## src/sv/rag_pkg.sv

```systemverilog
// rag_pkg: shared types and constants for the rational arithmetic block.
// Request and result structs, micro-op command and status groups.
// No dependencies.
package rag_pkg;

    localparam int MW = 64;                       // internal magnitude width

    localparam logic [2:0] ACT_NORM = 3'd0;
    localparam logic [2:0] ACT_ADD  = 3'd1;
    localparam logic [2:0] ACT_SUB  = 3'd2;
    localparam logic [2:0] ACT_MUL  = 3'd3;
    localparam logic [2:0] ACT_DIV  = 3'd4;

    typedef enum logic [1:0] {
        ST_OK   = 2'd0,
        ST_DIVZ = 2'd1,
        ST_OVF  = 2'd2
    } t_status;

    typedef struct packed {
        logic [2:0]         action;
        logic signed [31:0] lhs_num;
        logic signed [31:0] lhs_den;
        logic signed [31:0] rhs_num;
        logic [30:0]        rhs_den;
    } t_in;

    typedef struct packed {
        logic signed [31:0] res_num;
        logic [30:0]        res_den;
        t_status            status;
    } t_out;

    typedef enum logic [2:0] {
        OP_GCD = 3'd0,
        OP_DIV = 3'd1,
        OP_MUL = 3'd2,
        OP_ADD = 3'd3,
        OP_SUB = 3'd4,
        OP_FIN = 3'd5
    } t_op;

    // working registers 0..7 live in the register memory, 8..11 come from the request
    typedef enum logic [3:0] {
        R_AN  = 4'd0,
        R_AD  = 4'd1,
        R_BN  = 4'd2,
        R_BD  = 4'd3,
        R_G1  = 4'd4,
        R_G2  = 4'd5,
        R_X   = 4'd6,
        R_Y   = 4'd7,
        R_IAN = 4'd8,
        R_IAD = 4'd9,
        R_IBN = 4'd10,
        R_IBD = 4'd11
    } t_reg;

    typedef struct packed {
        t_op  op;
        t_reg a;
        t_reg b;
        t_reg dst;
    } t_cmd;

    typedef struct packed {
        logic go;
        logic divz;
        t_cmd cmd;
    } t_ctl;

    typedef struct packed {
        logic       done;
        logic [2:0] action;
        logic       a_den_zero;
        logic       b_den_zero;
        logic       b_num_zero;
    } t_sts;

endpackage

```

## src/sv/rag_ctrl.sv

```systemverilog
// rag_ctrl: sequencer that walks the micro-op program of each request.
// Depends on rag_pkg; drives rag_dp through t_ctl, reads t_sts.
module rag_ctrl (
    input  logic          i_clk,
    input  logic          i_rst_n,
    input  logic          i_in_acc,
    output logic          o_ready,
    input  rag_pkg::t_sts i_sts,
    output rag_pkg::t_ctl o_ctl
);
    import rag_pkg::*;

    typedef enum logic [1:0] {
        S_IDLE,
        S_CHECK,
        S_WAIT
    } t_state;

    t_state     r_state;
    logic       r_go;
    logic       r_divz;
    logic [4:0] r_pc;
    t_cmd       r_cmd;
    logic       w_arith;
    logic       w_err;

    function automatic t_cmd mk(input t_op op, input t_reg a, input t_reg b, input t_reg d);
        t_cmd c;
        c.op  = op;
        c.a   = a;
        c.b   = b;
        c.dst = d;
        return c;
    endfunction

    // program: normalize left; arithmetic actions then normalize right and run their cross-gcd steps
    function automatic t_cmd ucode(input logic [2:0] act, input logic [4:0] pc);
        t_cmd       c;
        logic       arith;
        logic [4:0] k;
        arith = act inside {[ACT_ADD:ACT_DIV]};
        k     = pc - 5'd6;
        c     = mk(OP_FIN, R_AN, R_AD, R_AN);
        if (pc < 5'd3) begin
            case (pc)
                5'd0:    c = mk(OP_GCD, R_IAN, R_IAD, R_G1);
                5'd1:    c = mk(OP_DIV, R_IAN, R_G1, R_AN);
                default: c = mk(OP_DIV, R_IAD, R_G1, R_AD);
            endcase
        end else if (!arith) begin
            c = mk(OP_FIN, R_AN, R_AD, R_AN);
        end else if (pc < 5'd6) begin
            case (pc)
                5'd3:    c = mk(OP_GCD, R_IBN, R_IBD, R_G1);
                5'd4:    c = mk(OP_DIV, R_IBN, R_G1, R_BN);
                default: c = mk(OP_DIV, R_IBD, R_G1, R_BD);
            endcase
        end else if (act == ACT_ADD || act == ACT_SUB) begin
            case (k)
                5'd0:    c = mk(OP_GCD, R_AD, R_BD, R_G1);
                5'd1:    c = mk(OP_DIV, R_BD, R_G1, R_X);
                5'd2:    c = mk(OP_DIV, R_AD, R_G1, R_Y);
                5'd3:    c = mk(OP_MUL, R_AN, R_X, R_X);
                5'd4:    c = mk(OP_MUL, R_Y, R_BN, R_BN);
                5'd5:    c = mk((act == ACT_ADD) ? OP_ADD : OP_SUB, R_X, R_BN, R_X);
                5'd6:    c = mk(OP_GCD, R_X, R_G1, R_G2);
                5'd7:    c = mk(OP_DIV, R_X, R_G2, R_X);
                5'd8:    c = mk(OP_DIV, R_BD, R_G2, R_BD);
                5'd9:    c = mk(OP_MUL, R_Y, R_BD, R_BD);
                default: c = mk(OP_FIN, R_X, R_BD, R_X);
            endcase
        end else if (act == ACT_MUL) begin
            case (k)
                5'd0:    c = mk(OP_GCD, R_AN, R_BD, R_G1);
                5'd1:    c = mk(OP_GCD, R_AD, R_BN, R_G2);
                5'd2:    c = mk(OP_DIV, R_AN, R_G1, R_AN);
                5'd3:    c = mk(OP_DIV, R_BN, R_G2, R_BN);
                5'd4:    c = mk(OP_DIV, R_AD, R_G2, R_AD);
                5'd5:    c = mk(OP_DIV, R_BD, R_G1, R_BD);
                5'd6:    c = mk(OP_MUL, R_AN, R_BN, R_X);
                5'd7:    c = mk(OP_MUL, R_AD, R_BD, R_Y);
                default: c = mk(OP_FIN, R_X, R_Y, R_X);
            endcase
        end else begin
            case (k)
                5'd0:    c = mk(OP_GCD, R_AN, R_BN, R_G1);
                5'd1:    c = mk(OP_GCD, R_AD, R_BD, R_G2);
                5'd2:    c = mk(OP_DIV, R_AN, R_G1, R_AN);
                5'd3:    c = mk(OP_DIV, R_BD, R_G2, R_BD);
                5'd4:    c = mk(OP_DIV, R_AD, R_G2, R_AD);
                5'd5:    c = mk(OP_DIV, R_BN, R_G1, R_BN);
                5'd6:    c = mk(OP_MUL, R_AN, R_BD, R_X);
                5'd7:    c = mk(OP_MUL, R_AD, R_BN, R_Y);
                default: c = mk(OP_FIN, R_X, R_Y, R_X);   // sign fixed at finish
            endcase
        end
        return c;
    endfunction

    assign w_arith = i_sts.action inside {[ACT_ADD:ACT_DIV]};
    assign w_err   = i_sts.a_den_zero ||
                     (w_arith && (i_sts.b_den_zero ||
                                  (i_sts.action == ACT_DIV && i_sts.b_num_zero)));

    always_ff @(posedge i_clk) begin
        if (!i_rst_n) begin
            r_state <= S_IDLE;
            r_go    <= 1'b0;
            r_divz  <= 1'b0;
            r_pc    <= '0;
        end else begin
            r_go <= 1'b0;
            case (r_state)
                S_IDLE: begin
                    if (i_in_acc) begin
                        r_state <= S_CHECK;
                    end
                end
                S_CHECK: begin
                    r_divz  <= w_err;
                    r_pc    <= '0;
                    r_cmd   <= w_err ? mk(OP_FIN, R_AN, R_AD, R_AN)
                                     : ucode(i_sts.action, 5'd0);
                    r_go    <= 1'b1;
                    r_state <= S_WAIT;
                end
                S_WAIT: begin
                    if (i_sts.done) begin
                        if (r_cmd.op == OP_FIN) begin
                            r_state <= S_IDLE;
                        end else begin
                            r_pc  <= r_pc + 5'd1;
                            r_cmd <= ucode(i_sts.action, r_pc + 5'd1);
                            r_go  <= 1'b1;
                        end
                    end
                end
                default: begin
                    r_state <= S_IDLE;
                end
            endcase
        end
    end

    assign o_ready    = (r_state == S_IDLE);
    assign o_ctl.go   = r_go;
    assign o_ctl.divz = r_divz;
    assign o_ctl.cmd  = r_cmd;

endmodule

```

## config.mk

```make
export PLATFORM = sky130hd
export DESIGN_NAME = rag_ctrl
export DESIGN_NICKNAME = d
export VERILOG_FILES = /design/src/sv/rag_pkg.sv /design/src/sv/rag_ctrl.sv
export SDC_FILE = /design/constraint.sdc
export NUM_CORES = 1
export LEC_CHECK = 0
export BUFFER_PORTS_ARGS = -buffer_cell sky130_fd_sc_hd__buf_4
export CAP_MARGIN = 25
export CORE_MARGIN = 5
export CORE_UTILIZATION = 40
export DETAILED_ROUTE_END_ITERATION = 8
export SYNTH_ARGS = -nofsm -noshare
export SYNTH_HDL_FRONTEND = slang
export SYNTH_SLANG_ARGS = --single-unit
```

## constraint.sdc

```tcl
create_clock -name i_clk -period 2.65 [get_ports i_clk]
set_clock_uncertainty 0.05 [all_clocks]
set_input_delay 0.53 -clock i_clk [delete_from_list [all_inputs] [get_ports i_clk]]
set_output_delay 0.53 -clock i_clk [all_outputs]
set_load 0.01 [all_outputs]
```

[Word-level counts from Yosys, hierarchy flattened]
Memories as Yosys holds them, arrays and structs flattened.
Index checks and enable logic that the tools add are counted.
Operators by class
  magnitude comparators: 4
  equal/unequal tests: 23
  reductions and logical operators: 14
  add/subtract/negate cells: 2
  mux-type cells: 25
Operator list (count)
  $mux 15: 10
  $pmux 15 s10: 1
  $pmux 13 s2: 2
  $pmux 15 s2: 1
  $eq 5x3->1 const B: 5
  $eq 5x2->1 const B: 3
  $eq 5x1->1 const B: 2
  $eq 5x4->1 const B: 2
  $logic_not 5->1: 2
  $mux 5: 2
  $pmux 5 s2: 1
  $ne 2x2->1 const B: 4
  $eq 3x2->1 const B: 2
  $eq 3x3->1 const B: 2
  $mux 2: 3
  $pmux 2 s3: 1
  $reduce_and 3->1: 2
  $add 5x1->5 const B: 1
  $lt 5x2->1 const B: 1
  $lt 5x3->1 const B: 1
  $sub 5x3->5 const B: 1
  $logic_not 2->1: 2
  $reduce_and 4->1: 1
  $eq 3x1->1 const B: 1
  other kinds (10): 15
Word-level totals
  input bits: 10
  memories: 2
  memory bits (read-only): 160
  logic and storage cells: 78
  register bits: 24
  output and inout port bits: 18
Memories
  (name not given): words 8, bits a word 10, rd ports 1, clocked after memory_dff 0, write ports 0, line rag_ctrl.sv:73  | case (k)
  (name not given): words 8, bits a word 10, rd ports 1, clocked after memory_dff 0, write ports 0, line rag_ctrl.sv:85  | case (k)

[Logic depth before layout (Yosys ltp)]
  word-level depth: 12
  depth in mapped cells: 11
  mapped depth without buffers: 10

[Worst setup path after synthesis]
No wires, ideal clock.
  path kind: flip-flop to flip-flop
  from: reg r_pc[1]
  to: reg r_cmd, in the netlist o_ctl[6] (data pin)
  path buffers: 1
  path slack: -0.241 ns
  period minus slack after synthesis: 2.891 ns
  arrival: 2.585 ns
  stages on the path, launching flop included: 12
  cell sequence: dfxtp_1 -> ha_1 -> xnor2_2 -> inv_2 -> ha_1 -> xor2_2 -> xnor2_1 -> buf_4 -> o211ai_1 -> a21oi_1 -> a211oi_1 -> a22o_1
On the way
  word-level cells in the longest chain between the ends: 12
Ends and longest elaborated chain
  start: declaration: line rag_ctrl.sv:22  | logic [4:0] r_pc;
  start signal: assignment: line rag_ctrl.sv:132  | r_pc <= r_pc + 5'd1;
  $add 5x1->5 (*): line rag_ctrl.sv:133  | r_cmd <= ucode(i_sts.action, r_pc + 5'd1);
  $sub 5x3->5: line rag_ctrl.sv:42  | k = pc - 5'd6;
  $mem_v2 8x10, or another cell as far along
  $mux 15 (on tied branches): line rag_ctrl.sv:85, rag_ctrl.sv:73
  $mux 15: line rag_ctrl.sv:72  | end else if (act == ACT_MUL) begin
  $mux 15: line rag_ctrl.sv:58  | end else if (act == ACT_ADD || act == ACT_SUB) begin
  $mux 15: line rag_ctrl.sv:52  | end else if (pc < 5'd6) begin
  $mux 15: line rag_ctrl.sv:50  | end else if (!arith) begin
  $mux 15 (*): line rag_ctrl.sv:44  | if (pc < 5'd3) begin
  $mux 15 (*): line rag_ctrl.sv:129  | if (r_cmd.op == OP_FIN) begin
  $mux 15 (*): line rag_ctrl.sv:128  | if (i_sts.done) begin
  $pmux 15 s2 (*): line rag_ctrl.sv:113  | case (r_state)
  end signal: assignment: line rag_ctrl.sv:122  | r_cmd <= w_err ? mk(OP_FIN, R_AN, R_AD, R_AN)
  end signal: assignment: line rag_ctrl.sv:133
  end: declaration: line rag_ctrl.sv:23  | t_cmd r_cmd;
Every way passes the cells marked *; elsewhere a longest branch is shown, timed or not. The select of a mux whose other input is x is not followed.
A chain may end at the register's enable or synchronous reset.

[Final worst setup path]
  from: reg r_pc[1]
  to: reg r_cmd, in the netlist o_ctl[1] (data pin)
The elaborated chain is that of the path after synthesis.

==> results.txt <==
The run finished with clean final reports. After detailed routing, the number of remaining DRC violations is 0. Timing would allow up to 0.390 GHz.

In the synthesized netlist, the number of instances is 252. At the pin with the least slew margin, the transition time is 0.518 ns. Power consumption: 0.825 mW. The run gives 2.67 ns as the worst path required time. The first-pass iteration count of the detailed router is 5, and the leakage power total is 1.07 nW. The initialized floorplan defines 26 standard-cell rows.

The worst setup path is launched from a register. The tools report the multi-input logic area as 1530 um^2. Sequential cells were found to cover 29.0% of the synthesized design area.

The tools report the final count of negative-setup-slack endpoints as 0. STA classifies the critical path endpoint as a register. The critical path goes through ha_4 > xnor2_4 > inv_2 > ha_4 > xor2_4 > buf_6 > xor2_4 > buf_4 > nand3_1 > nand2_1 > nor4b_1 > a221oi_1. Type of the most critical hold path: register to register. Master cell of the clock root buffer: clkbuf_8. The longest clock path from root to sink contains 2 buffers. The logs give 53.7% for the utilization after layout and 0.460 ns for the worst hold margin. For the number of buffers added to fix hold violations after cts, the log shows 0. Entering global routing, the biggest net connects 16 pins.

For the count of clock tree sinks, the log shows 23. The tools report the number of antenna-violating nets in the routed design as 0. The worst path meets setup with 0.0870 ns of slack. For the overall track demand over capacity in global routing, the log shows 17.4%. Among all flip-flop cells after synthesis, the most frequent one is edfxtp_1. The final instance count without filler cells was 366; the distinct cell type count of the synthesized netlist was 64. After synthesis, the mean cell area works out to 8.21 um^2. For the finished layout, the period the worst path requires is 2.56 ns. The synthesized design contains 14 enable-type register cells.

The number of placed instances, taps included, is 359. The number of hold-slack violations in the final timing report is 0. Maximum VDD drop: 0.000210 V. The final estimated routing congestion in global placement was 0.925; the fraction of layout instances using a drive strength above 1 was 30.4%. Highest cell delay on the worst timing path: 0.37 ns. The total I/O pin count was 28; the arrival time at the worst endpoint was 2.58 ns. Setup repair after global routing could not meet its margin everywhere.

The die covers 6710 um^2. Once detailed placement completed, the half-perimeter wirelength came to 4480 um. The number of antenna violations at the first check in global routing is 0.

The per-cell via count in the routed design was 5.66; the post-placement setup slack was -0.0235 ns. For this block, the routed nets add up to 5780 um of wire. The die boundary width came out at 81.9 um. Across the run, the number of max-cap violations was 0. After synthesis, the share of flip-flops with an asynchronous set or reset is 0%. The core region is 5070 um^2. The max-slew violation total from the final report was 0.

The total overflow left after global routing is 0. Yosys printed 0 warnings. In the final routed layout, each cell accounts on average for 15.8 um. The final route contains 2071 vias. The H-tree depth is 1, and the sequential cell area is 606 um^2.

The register clock-pin slew on the reported worst setup and hold paths is 0.09 ns, and the global-route wire length before repair is 9140 um. In this run the cell area of the synthesized design comes to 2070 um^2. The later pin in the worst-skew pair is clocked with a latency of 0.27 ns. For this configuration, the core starts out at a cell density of 40.8%. The maximum fanout encountered on the critical timing path was 4. Summing all placed instances gives a cell area of 2500 um^2. In this run the vertical extent of the chip is 81.9 um. In the final design database the tool counted 316 nets. After synthesis the netlist holds a flip-flop and latch count of 23. The slowest stage of the critical path belongs to the cell dfxtp_4.

0 antenna diodes ended up in the layout. Counting the fill cells in the layout gives 486. The TritonCTS buffer count was 3; the synthesis-to-finish area growth was 31.8%. The finished cells cover 2730 um^2. TritonCTS built the clock tree. Worst-case headroom to the max-slew limit: 65.3%. Number of nets produced by synthesis: 271. Input and output buffers added on the ports amount to 26. The final sum of negative setup slack was 0 ns; the cell area power density was 303 nW/um^2. The first routing iteration left 231 violations. The final critical path takes up 96.7% of the cycle.

For the number of global-route vias before repair, the log shows 1906. The type of the worst setup path was register to register.
## power breakdown
group	internal [mW]	switching (mW)	total, mW	leakage [nW]
Clock	0.105	0.118	0.223	0.0255
Sequential	0.402	0.00770	0.410	0.203
Combinational	0.0865	0.106	0.192	0.843
Total	0.594	0.231	0.825	1.07
## worst paths after layout
path	startpoint	to	slack (ns)	cells past startpoint
setup / recovery	r_pc[1]	o_ctl[1]	0.09	12
hold / removal	r_divz	r_divz	0.46	1
setup reg to reg	r_pc[1]	o_ctl[1]	0.09	12
hold reg to reg	r_divz	r_divz	0.46	1
## critical path: cells and delay by family (launching register included)
family / cells / cell delay (ns)
buffers and inverters: 3 / 0.38
xor gates and xnor gates: 3 / 0.57
DFF: 1 / 0.37
and+or+nand+nor: 3 / 0.29
AOI/OAI and AO/OA: 1 / 0.34
adders and majority gates: 2 / 0.36
## layout by cell type, fill, tap and decap left out, types with 4 or more instances in the layout
cell and count:
a21oi_1 12, edfxtp_1 14, o21ai_0 10, nor2b_1 8, o211ai_1 5, a31oi_1 5, buf_4 52, nor2_1 21
o21ai_1 5, nand2_1 23, nor3_1 8, o31ai_1 4, ha_1 6, nand3_1 9, o211a_1 4, dfxtp_1 7
inv_1 11
## cell type report
| class | count | area share, % |
|---|---|---|
| clock buffer | 3 | 1.52 |
| clock inverter | 1 | 0.184 |
| inverter | 12 | 1.65 |
| multi-input combinational | 203 | 56.1 |
| sequential | 23 | 22.2 |
| tap | 70 | 3.21 |
| timing repair buffer | 54 | 15.2 |
## routing by layer
layer / GRT usage, % / share of wire, % / up-vias
li1: - / - / 1021
met1: 21.6 / 43 / 964
met2: 29.8 / 49 / 72
met3: 2.85 / 4.3 / 14
met4: 6.64 / 2.9 / 0
met5: 0 / 0 / -
## registers in the layout, summed over array words and instances, names as in the netlist
name / count
o_ctl: 14
r_pc: 5
r_state: 2
r_divz: 1
r_go: 1
## cells in the mapped netlist, types with 2 or more instances
library cell	number	share of area [%]
o21ai_0	11	2.7
inv_1	11	2.0
xnor2_1	5	2.1
o211a_1	4	1.9
a211oi_1	2	0.73
nand2_1	23	4.2
mux2i_1	2	0.97
clkbuf_1	6	1.1
a31oi_1	5	1.5
a21boi_0	3	1.1
dfxtp_1	9	8.7
o21a_1	3	1.1
nor3_1	10	2.4
o211ai_1	5	1.8
nand3_1	10	2.4
nor4b_1	2	0.85
ha_1	9	5.4
a22o_1	2	0.85
nor2_1	22	4.0
a21oi_1	15	3.6
nand3_2	2	0.97
or3_1	3	0.91
buf_2	2	0.48
o2bb2ai_1	3	1.3
o21ai_1	4	0.97
nor2b_1	8	2.4
edfxtp_1	14	20
o2111ai_1	2	0.85
xor2_1	2	0.85
nand4_1	3	0.91
and2_1	3	0.91
o31ai_1	4	1.5
buf_4	5	1.8
a32o_1	2	0.97
and3_1	3	0.91
nor3b_1	2	0.73
xnor2_2	2	1.6
nand2b_1	3	0.91
## repair_timing
action                     CTS  global route
setup endpoints to repair    1             7
buffers inserted             0             3
pin swaps                    0             9
cloned                       0             0
gates resized for setup      2            24
## logic make-up after synthesis
kind of cell / Yosys count / synth area share (%)
buffers and inverters: 26 / 5.75
adders and majority gates: 9 / 5.44
AOI/OAI and AO/OA: 78 / 26.3
DFF: 23 / 29.0
xor gates and xnor gates: 10 / 5.32
muxes: 3 / 1.51
other: 1 / 0.181
and+or+nand+nor: 102 / 26.4
(Power assumes the default switching activity.)
